===== src/design/dpr_pkg.sv =====
`default_nettype none
package dpr_pkg;
    localparam logic [2:0] IDX_FOCAL_BASELINE = 3'd0;
    localparam logic [2:0] IDX_CENTER_COL     = 3'd1;
    localparam logic [2:0] IDX_CENTER_ROW     = 3'd2;
    localparam logic [2:0] IDX_RECIP_X        = 3'd3;
    localparam logic [2:0] IDX_RECIP_Y        = 3'd4;

    typedef enum logic [1:0] {
        ST_IDLE = 2'd0,
        ST_DIV  = 2'd1,
        ST_MUL  = 2'd2,
        ST_OUT  = 2'd3
    } t_state;

    // Classified item passed from the front part to the back part.
    typedef struct packed {
        logic        pvalid;
        logic [9:0]  disp;
        logic [15:0] ref_depth;
        logic        neg_x;
        logic [15:0] mag_x;
        logic        neg_y;
        logic [15:0] mag_y;
        logic        fend;
    } t_item;
endpackage
`default_nettype wire


===== src/design/dpr_front.sv =====
`default_nettype none
module dpr_front
    import dpr_pkg::*;
(
    input  wire logic        i_clk,
    input  wire logic        i_rst_n,
    input  wire logic        i_valid,
    output logic             o_stall,
    input  wire logic [10:0] i_disparity_q4,
    input  wire logic [15:0] i_ref_depth,
    input  wire logic [11:0] i_pixel_col,
    input  wire logic [11:0] i_pixel_row,
    input  wire logic        i_frame_end,
    input  wire logic [15:0] i_center_col_q4,
    input  wire logic [15:0] i_center_row_q4,
    output logic             o_q_valid,
    input  wire logic        i_q_pop,
    output t_item            o_q_item
);
    // Two-entry queue between classification and the arithmetic back part.
    t_item r_q [2];
    logic  r_wp, r_rp;
    logic [1:0] r_cnt;
    t_item n_item;
    logic [15:0] p16c, p16r;
    logic push;

    assign o_stall  = (r_cnt == 2'd2);
    assign push     = i_valid && !o_stall;
    assign o_q_valid = (r_cnt != 2'd0);
    assign o_q_item  = r_q[r_rp];

    always_comb begin
        p16c = {i_pixel_col, 4'd0};
        p16r = {i_pixel_row, 4'd0};
        n_item.pvalid    = !i_disparity_q4[10] && (i_disparity_q4 != 11'd0);
        n_item.disp      = i_disparity_q4[9:0];
        n_item.ref_depth = i_ref_depth;
        n_item.neg_x     = i_center_col_q4 > p16c;
        n_item.mag_x     = n_item.neg_x ? i_center_col_q4 - p16c : p16c - i_center_col_q4;
        n_item.neg_y     = i_center_row_q4 > p16r;
        n_item.mag_y     = n_item.neg_y ? i_center_row_q4 - p16r : p16r - i_center_row_q4;
        n_item.fend      = i_frame_end;
    end

    always_ff @(posedge i_clk) begin
        if (push) r_q[r_wp] <= n_item;
        if (!i_rst_n) begin
            r_wp <= 1'b0; r_rp <= 1'b0; r_cnt <= 2'd0;
        end else begin
            if (push) r_wp <= !r_wp;
            if (i_q_pop) r_rp <= !r_rp;
            r_cnt <= r_cnt + {1'b0, push} - {1'b0, i_q_pop};
        end
    end
endmodule
`default_nettype wire


===== config.mk =====
export PLATFORM = sky130hd
export DESIGN_NAME = dpr_front
export DESIGN_NICKNAME = d
export VERILOG_FILES = /design/src/design/dpr_pkg.sv /design/src/design/dpr_front.sv
export SDC_FILE = /design/constraint.sdc
export NUM_CORES = 1
export LEC_CHECK = 0
export ABC_AREA = 1
export BUFFER_PORTS_ARGS = -buffer_cell sky130_fd_sc_hd__buf_4
export CAP_MARGIN = 0
export CORE_UTILIZATION = 40
export CTS_CLUSTER_DIAMETER = 50
export DETAILED_ROUTE_END_ITERATION = 16
export HOLD_SLACK_MARGIN = 0.02
export PLACE_DENSITY = 0.73
export SYNTH_ARGS = -nofsm -noshare
export SYNTH_HDL_FRONTEND = slang
export SYNTH_SLANG_ARGS = --single-unit

===== constraint.sdc =====
create_clock -name i_clk -period 5.3 [get_ports i_clk]
set_input_delay 0.53 -clock i_clk [delete_from_list [all_inputs] [get_ports i_clk]]
set_output_delay 0.53 -clock i_clk [all_outputs]
set_load 0.02 [all_outputs]

Yosys cells after proc, flatten, opt, wreduce, memory -nomap -nowiden
Memories as Yosys holds them, arrays and structs flattened. A register that Yosys moved wholly into a read port is not among the register bits.
Index checks and enable logic that the tools add are counted.
{"block": "word_totals", "n_memories": 1, "word_cells": 27, "ram_bits": 124, "out_inout_bits": 64, "in_bits": 88, "ff_bits": 4}
{"name": "r_q", "words": 2, "word_bits": 62, "rd": 1, "rd_ports_with_merged_regs": 1, "wr": 1, "line_no": "dpr_front.sv:21", "rtl": "t_item r_q [2];"}
{"block": "classes", "n_reduce_logical": 8, "n_eq_ne": 1, "addsub": 6, "mux": 6, "n_lt_le_gt_ge": 2}
{"op": "16-bit subtractor", "count": 4}
{"op": "16-bit > comparator", "count": 2}
{"op": "16-bit two-way mux", "count": 2}
{"op": "11-bit nonzero test", "count": 1}
{"op": "1-bit logical NOT", "count": 4}
{"op": "1-bit two-way mux", "count": 4}
{"op": "2-bit by 1-bit adder with 2-bit output", "count": 1}
{"op": "2-bit == test (second input constant)", "count": 1}
{"op": "1-bit logical AND", "count": 2}
{"op": "2-bit nonzero test", "count": 1}
{"op": "2-bit by 1-bit subtractor with 2-bit output", "count": 1}

Longest topological paths before layout
Gate-level depths: netlist of run 1.
{"block": "logic_depth", "depth_word": 5, "mapped_depth": 13}

Least setup slack after synthesis of run 1
No wires, ideal clock.
{"block": "synth_path", "path_kind": "input -> register", "startpoint": "input port i_valid", "endpoint": "memory r_q[0][0] (netlist name), enable pin", "path_slack_ns": 1.496, "arrival_ns": 3.321, "required_ns": 4.818, "path_stages": 2, "path_cell_list": "o21ai_0 -> nor2_1"}
{"block": "synth_between", "elab_chain_cells": 3}
{"item": "start, declared", "line_no": "dpr_front.sv:7", "rtl": "input wire logic i_valid,"}
{"item": "1-bit logical AND", "line_no": "dpr_front.sv:29", "rtl": "assign push = i_valid && !o_stall;"}
{"item": "1-bit two-way mux", "line_no": "dpr_front.sv:47", "rtl": "if (push) r_q[r_wp] <= n_item;"}
{"item": "1-bit two-way mux (implied by the code)", "line_no": "dpr_front.sv:47"}
{"item": "end, declared", "line_no": "dpr_front.sv:21"}
Every way passes these cells.

==> flow_metrics.env, run 1 <==
export IMPL_pwr_share_clk_pct=33.3
export IMPL_final_common_cell="nand2_1"
export IMPL_start_util_pct=40.7
export IMPL_fp_dieW_um=145
export IMPL_num_rows=52
export IMPL_clk_pin_slew_ns=0.05
export IMPL_worst_pin_slew_ns=0.905
export IMPL_cp_top_family="buffers and inverters"
export IMPL_dp_hpwl_mm=14.0
export IMPL_firstDrtPassIters=5
export IMPL_cts_tree="done"
export IMPL_cts_num_sinks=129
export IMPL_pre_cts_ws_ns=2.58
export IMPL_ctsHoldBuffers=0
export IMPL_power_mw=3.26
export IMPL_final_antenna_net_count=0
export IMPL_netlist_area_um2=8210
export IMPL_crit_required_ns=4.77
export IMPL_crit_top_cell="buf_4"
export IMPL_die_area_um2=21100
export IMPL_fill_cells=1949
export IMPL_postCtsSetupBuffers=0
export IMPL_antennaDiodeCount=0
export IMPL_r2r_slack_ns=2.86
export IMPL_rsz0062_at_grt="no"
export IMPL_start_kind="flip-flop"
export IMPL_setup_tns_ns=0
export IMPL_crit_fanout=40
export IMPL_max_clock_freq_mhz=359
export IMPL_synth_edf_count=124
export IMPL_ys_flop_type="edfxtp_1"
export IMPL_core_area_um2=20200
export IMPL_io_buffers=151
export IMPL_crit_slowest_cell="dfxtp_2"
export IMPL_grt_pass1_wl_mm=29.3
export IMPL_fin_ws_ns=2.52
export IMPL_clockBufferDepth=2
export IMPL_htree_levels=4
export IMPL_yosysWarnings=0
export IMPL_p_sw_share_pct=29.4
export IMPL_status="complete, no violations"
export IMPL_area_delta_synth_final_pct=23.6
export IMPL_switching_power_mw=0.959
export IMPL_antenna_found_initial=0
export IMPL_seqPwrFrac_pct=40.1
export IMPL_synth_area_per_cell_um2=9.00
export IMPL_synth_seq_cells=129
export IMPL_finalHoldViolations=0
export IMPL_p_leak_nw=4.89
export IMPL_ios=152
export IMPL_async_reset_ff_share_pct=0
export IMPL_period_share_pct=52.5
export IMPL_cap_violations=0
export IMPL_cts_buffers=17
export IMPL_drtIter0Drc=343
export IMPL_hp_class="in -> reg"
export IMPL_ys_seq_area_share_pct=46.6
export IMPL_layout_common_cells="299 x nand2_1, 160 x inv_1, 154 x buf_4"
export IMPL_layout_drive_gt1_share_pct=26.2
export IMPL_cp_slowest_stage_delay_ns=0.68
export IMPL_routabilityCongestion=0.879
export IMPL_comb_power_share_pct=26.6
export IMPL_min_period_ns=2.78
export IMPL_fp_dieH_um=145
export IMPL_vias=6217
export IMPL_end_kind="output port"
export IMPL_p_int_mw=2.30
export IMPL_grt_max_degree=41
export IMPL_path_cells="buf_4, mux2_2, buf_4"
export IMPL_grt_use_total_pct=17.4
export IMPL_relSlewSlack_pct=39.0
export IMPL_setup_viol=0
export IMPL_wire_per_inst_um=13.3
export IMPL_drc=0
export IMPL_clockRootBuffer="clkbuf_16"
export IMPL_ys_types=38
export IMPL_grt_pass1_vias=5998
export IMPL_synth_nets=1052
export IMPL_clock_skew_ns=0.00848
export IMPL_ctsResizeCount=0
export IMPL_setup_worst_path_class="reg -> out"
export IMPL_drv_slew=0
export IMPL_crit_buf_inv=2
export IMPL_syn_inst=912
export IMPL_powerDensity_nw_per_um2=321
export IMPL_viasPerCell=4.61
export IMPL_cp_data_arrival_time_ns=2.25
export IMPL_final_nets=1207
export IMPL_wl_mm=17.9
export IMPL_grt_remaining_overflow=0
export IMPL_ir_worst_vdd_v=0.000227
export IMPL_clkLatencyLatePin_ns=0.41
## per-layer routing
metal	up-vias	global-route usage, %	routed length, um	share of wire [%]
li1	3245	-	-	-
met1	2821	24.2	8850	49
met2	139	28.5	8250	46
met3	12	2.08	609	3.4
met4	0	5.21	188	1.1
met5	-	0	0	0
## kinds of logic (layout without fill, tap and decap cells)
kind of cell             after synthesis  count (layout)  share of synthesized area [%]
flip-flops                           129             129                           46.6
multiplexers                          62              62                           8.50
buffers and inverters                180             348                           8.97
AO/OA/AOI/OAI                         40              40                           3.02
XOR/XNOR                              22              22                           2.35
adder cells (fa/ha/maj)               52              52                           8.11
AND/OR/NAND/NOR                      427             427                           22.5
## worst paths after layout
path                  startpoint                   end  cells past startpoint
min               i_ref_depth[1]  r_q[1][36]$_DFFE_PP_                      1
max                    flip-flop          o_q_item[22]                      3
max reg2reg  r_cnt[0]$_SDFF_PN0_  r_q[0][60]$_DFFE_PP_                      3
min reg2reg    r_rp$_SDFFE_PN0P_             flip-flop                      2
## synthesized netlist by cell type (4+ instances only)
cell type	count	area [um^2]
a21oi_1	20	100
and2_1	4	25.0
buf_2	7	35.0
clkbuf_2	5	25.0
dfxtp_1	5	100
edfxtp_1	124	3720
ha_1	50	626
inv_1	160	601
mux2_2	62	698
nand2_1	299	1120
nand2_2	5	31.3
nand3_1	41	205
nand3_2	13	130
nand4_1	13	81.3
nor2_1	39	146
o21ai_0	4	20.0
o21ai_2	11	96.3
xnor2_1	5	43.8
xor2_1	17	149
## power by group through the flow
stage          logic [mW]  clock network [mW]  registers (mW)
6_report            0.867                1.08            1.31
5_1_grt             0.959                1.14            1.32
4_1_cts             0.877                1.11            1.31
3_5_place_dp        0.873                   0            1.33
3_3_place_gp        0.860                   0            1.32
2_1_floorplan       0.576                   0            1.32
## worst register-to-register path, delay by kind of cell (launching register included)
kind / cells / cell delay (ns)
compound gates: 1 / 0.34
buf+inv: 1 / 0.56
flops: 1 / 0.37
simple gates: 1 / 0.80
## per-stage QoR
stage,area [um^2],instances,utilization (%),hold WS [ns]
2_1_floorplan,8210,912,-,0.459
4_1_cts,10100,1350,50.3,0.291
6_report,10100,1350,50.3,0.312
3_5_place_dp,9590,1318,47.6,0.496
5_1_grt,10100,1350,50.3,0.292
3_3_place_gp,9590,1318,47.6,0.476
## state kept, by name, indices dropped and copies added, names as in the netlist, named ones only
register  cells
r_q         124
r_cnt         2
r_wp          1
r_rp          1
## cell type report
class | instances | area [um^2] | share of cell area (%)
clock buffers | 19 | 433 | 4.27
clock inverters | 13 | 120 | 1.18
inverters | 162 | 608 | 5.99
multi-input cells | 603 | 3670 | 36.1
flip-flops and latches | 129 | 3820 | 37.7
well taps | 270 | 338 | 3.33
repair buffers | 154 | 1160 | 11.4
Power figures use the tool's default switching activity.
==> run 2, diff against run 1 <==
Settings changed: PLACE_DENSITY 0.73 to 0.75.
Clock period 5.3 ns to 2.3 ns, I/O delays scaled along.
==> flow_metrics.env, run 2 (synthesized netlist as in run 1, its figures left out) <==
export IMPL_clockBufferDepth=2
export IMPL_start_kind="primary input"
export IMPL_cts_tree="done"
export IMPL_p_leak_nw=5.11
export IMPL_wire_per_inst_um=13.0
export IMPL_firstDrtPassIters=5
export IMPL_dp_cells=1337
export IMPL_largest_reg_flops=124
export IMPL_ff2ff_path_depth=5
export IMPL_grt_remaining_overflow=0
export IMPL_crit_slowest_cell="dlygate4sd3_1"
export IMPL_crit_buf_inv=4
export IMPL_drv_slew=0
export IMPL_hp_class="in -> reg"
export IMPL_grtUsageMet2_pct=28.7
export IMPL_grt_use_total_pct=17.6
export IMPL_antenna_found_initial=0
export IMPL_min_to="r_q[1][60]$_DFFE_PP_"
export IMPL_clockRootBuffer="clkbuf_16"
export IMPL_dp_hpwl_mm=14.0
export IMPL_instances_no_fill=1396
export IMPL_wl_mm=18.1
export IMPL_num_rows=52
export IMPL_cap_violations=0
export IMPL_status="complete, no violations"
export IMPL_drc=0
export IMPL_postCtsSetupBuffers=0
export IMPL_grt_pass1_vias=6229
export IMPL_cp_slowest_stage_delay_ns=0.54
export IMPL_path_cells="dlygate4sd3_1, buf_4, inv_1, ha_1, nand2_1, nor2_1, nand3_2, nand2_4, inv_2, nand2_1, nand2_1"
export IMPL_fin_ws_ns=0.279
export IMPL_cts_num_sinks=129
export IMPL_clk_pin_slew_ns=0.05
export IMPL_regMostFlops="r_q"
export IMPL_grt_max_degree=44
export IMPL_final_common_cell="nand2_1"
export IMPL_relSlewSlack_pct=59.8
export IMPL_cp_top_family="buffers and inverters"
export IMPL_gr_max_usage_layer="met2"
export IMPL_rsz0062_at_grt="no"
export IMPL_crit_top_cell="nand2_1"
export IMPL_antennaDiodeCount=0
export IMPL_setup_viol=0
export IMPL_fp_dieH_um=145
export IMPL_powerDensity_nw_per_um2=725
export IMPL_pre_cts_ws_ns=0.122
export IMPL_finalHoldViolations=0
export IMPL_layout_common_cells="299 x nand2_1, 173 x buf_4, 160 x inv_1"
export IMPL_ir_worst_vdd_v=0.000464
export IMPL_final_nets=1253
export IMPL_cp_data_arrival_time_ns=2.16
export IMPL_final_antenna_net_count=0
export IMPL_die_area_um2=21100
export IMPL_hold_path_depth=1
export IMPL_clkLatencyLatePin_ns=0.40
export IMPL_clock_skew_ns=0.00554
export IMPL_biggestRegsByFlops="r_q: 124 flops, r_cnt: 2 flops"
export IMPL_viasPerCell=4.64
export IMPL_drtIter0Drc=312
export IMPL_ios=152
export IMPL_io_buffers=151
export IMPL_core_area_um2=20200
export IMPL_end_kind="flip-flop"
export IMPL_htree_levels=4
export IMPL_worst_pin_slew_ns=0.603
export IMPL_max_clock_freq_mhz=495
export IMPL_hp_start="i_disparity_q4[9]"
export IMPL_period_share_pct=87.9
export IMPL_fin_util_pct=52.5
export IMPL_cts_buffers=17
export IMPL_min_period_ns=2.02
export IMPL_crit_fanout=22
export IMPL_start_util_pct=40.7
export IMPL_setup_worst_path_class="in -> reg"
export IMPL_layout_drive_gt1_share_pct=26.8
export IMPL_use_met3_pct=2.55
export IMPL_grt_pass1_wl_mm=29.9
export IMPL_vias=6478
export IMPL_routabilityCongestion=0.874
export IMPL_area_delta_synth_final_pct=28.9
export IMPL_r2r_end="r_q[0][27]$_DFFE_PP_"
export IMPL_fp_dieW_um=145
export IMPL_r2r_start="r_cnt[1]$_SDFF_PN0_"
export IMPL_crit_required_ns=2.44
export IMPL_met1_usage_pct=24.6
export IMPL_r2r_slack_ns=0.69
run 2: metal layers:
metal / vias up / wire (um)
met1: 2967 / 8730
met4: 0 / 174
met3: 9 / 867
met2: 178 / 8310
met5: - / 0
li1: 3324 / -
run 2: cell type report:
| class | instances | area, um^2 |
|---|---|---|
| Clock buffer | 18 | 429 |
| Clock inverter | 14 | 146 |
| Fill cell | 1860 | 9590 |
| Inverter | 162 | 608 |
| Multi-Input combinational cell | 603 | 3670 |
| Sequential cell | 129 | 3820 |
| Tap cell | 270 | 338 |
| Timing Repair Buffer | 200 | 1570 |
run 2: metrics by stage:
step	power, mW	area (um^2)	hold WS [ns]	TNS (ns)
after floorplan	4.37	8220	0.323	-42.51
final	7.67	10600	0.0464	0
after global placement	5.08	9740	0.415	0
after detailed placement	5.12	9740	0.418	0
after global routing	8.07	10600	0.0244	0
after CTS	7.74	10600	0.0202	0
run 2: how the worst max path moves through the flow:
stage,start,to,cells past startpoint
finish,i_center_row_q4[0],r_q[1][16]$_DFFE_PP_,11
CTS,flip-flop,o_q_item[20],3
global placement,i_pixel_col[7],r_q[1][33]$_DFFE_PP_,11
global route,i_center_row_q4[0],r_q[0][11]$_DFFE_PP_,11
detailed placement,i_pixel_col[7],r_q[0][33]$_DFFE_PP_,11
floorplan,r_cnt[1]$_SDFF_PN0_,r_q[1][0]$_DFFE_PP_,3
run 2: repair_timing:
item,in CTS,in global routing
hold buffers,24,3
endpoints found under the hold margin,47,6
gates resized for setup,0,0
run 2: where the power goes:
part           internal (mW)  leakage (nW)  switching, mW
Clock                   1.68         0.273          0.898
Sequential              2.94          1.20         0.0589
Combinational          0.855          3.63           1.24
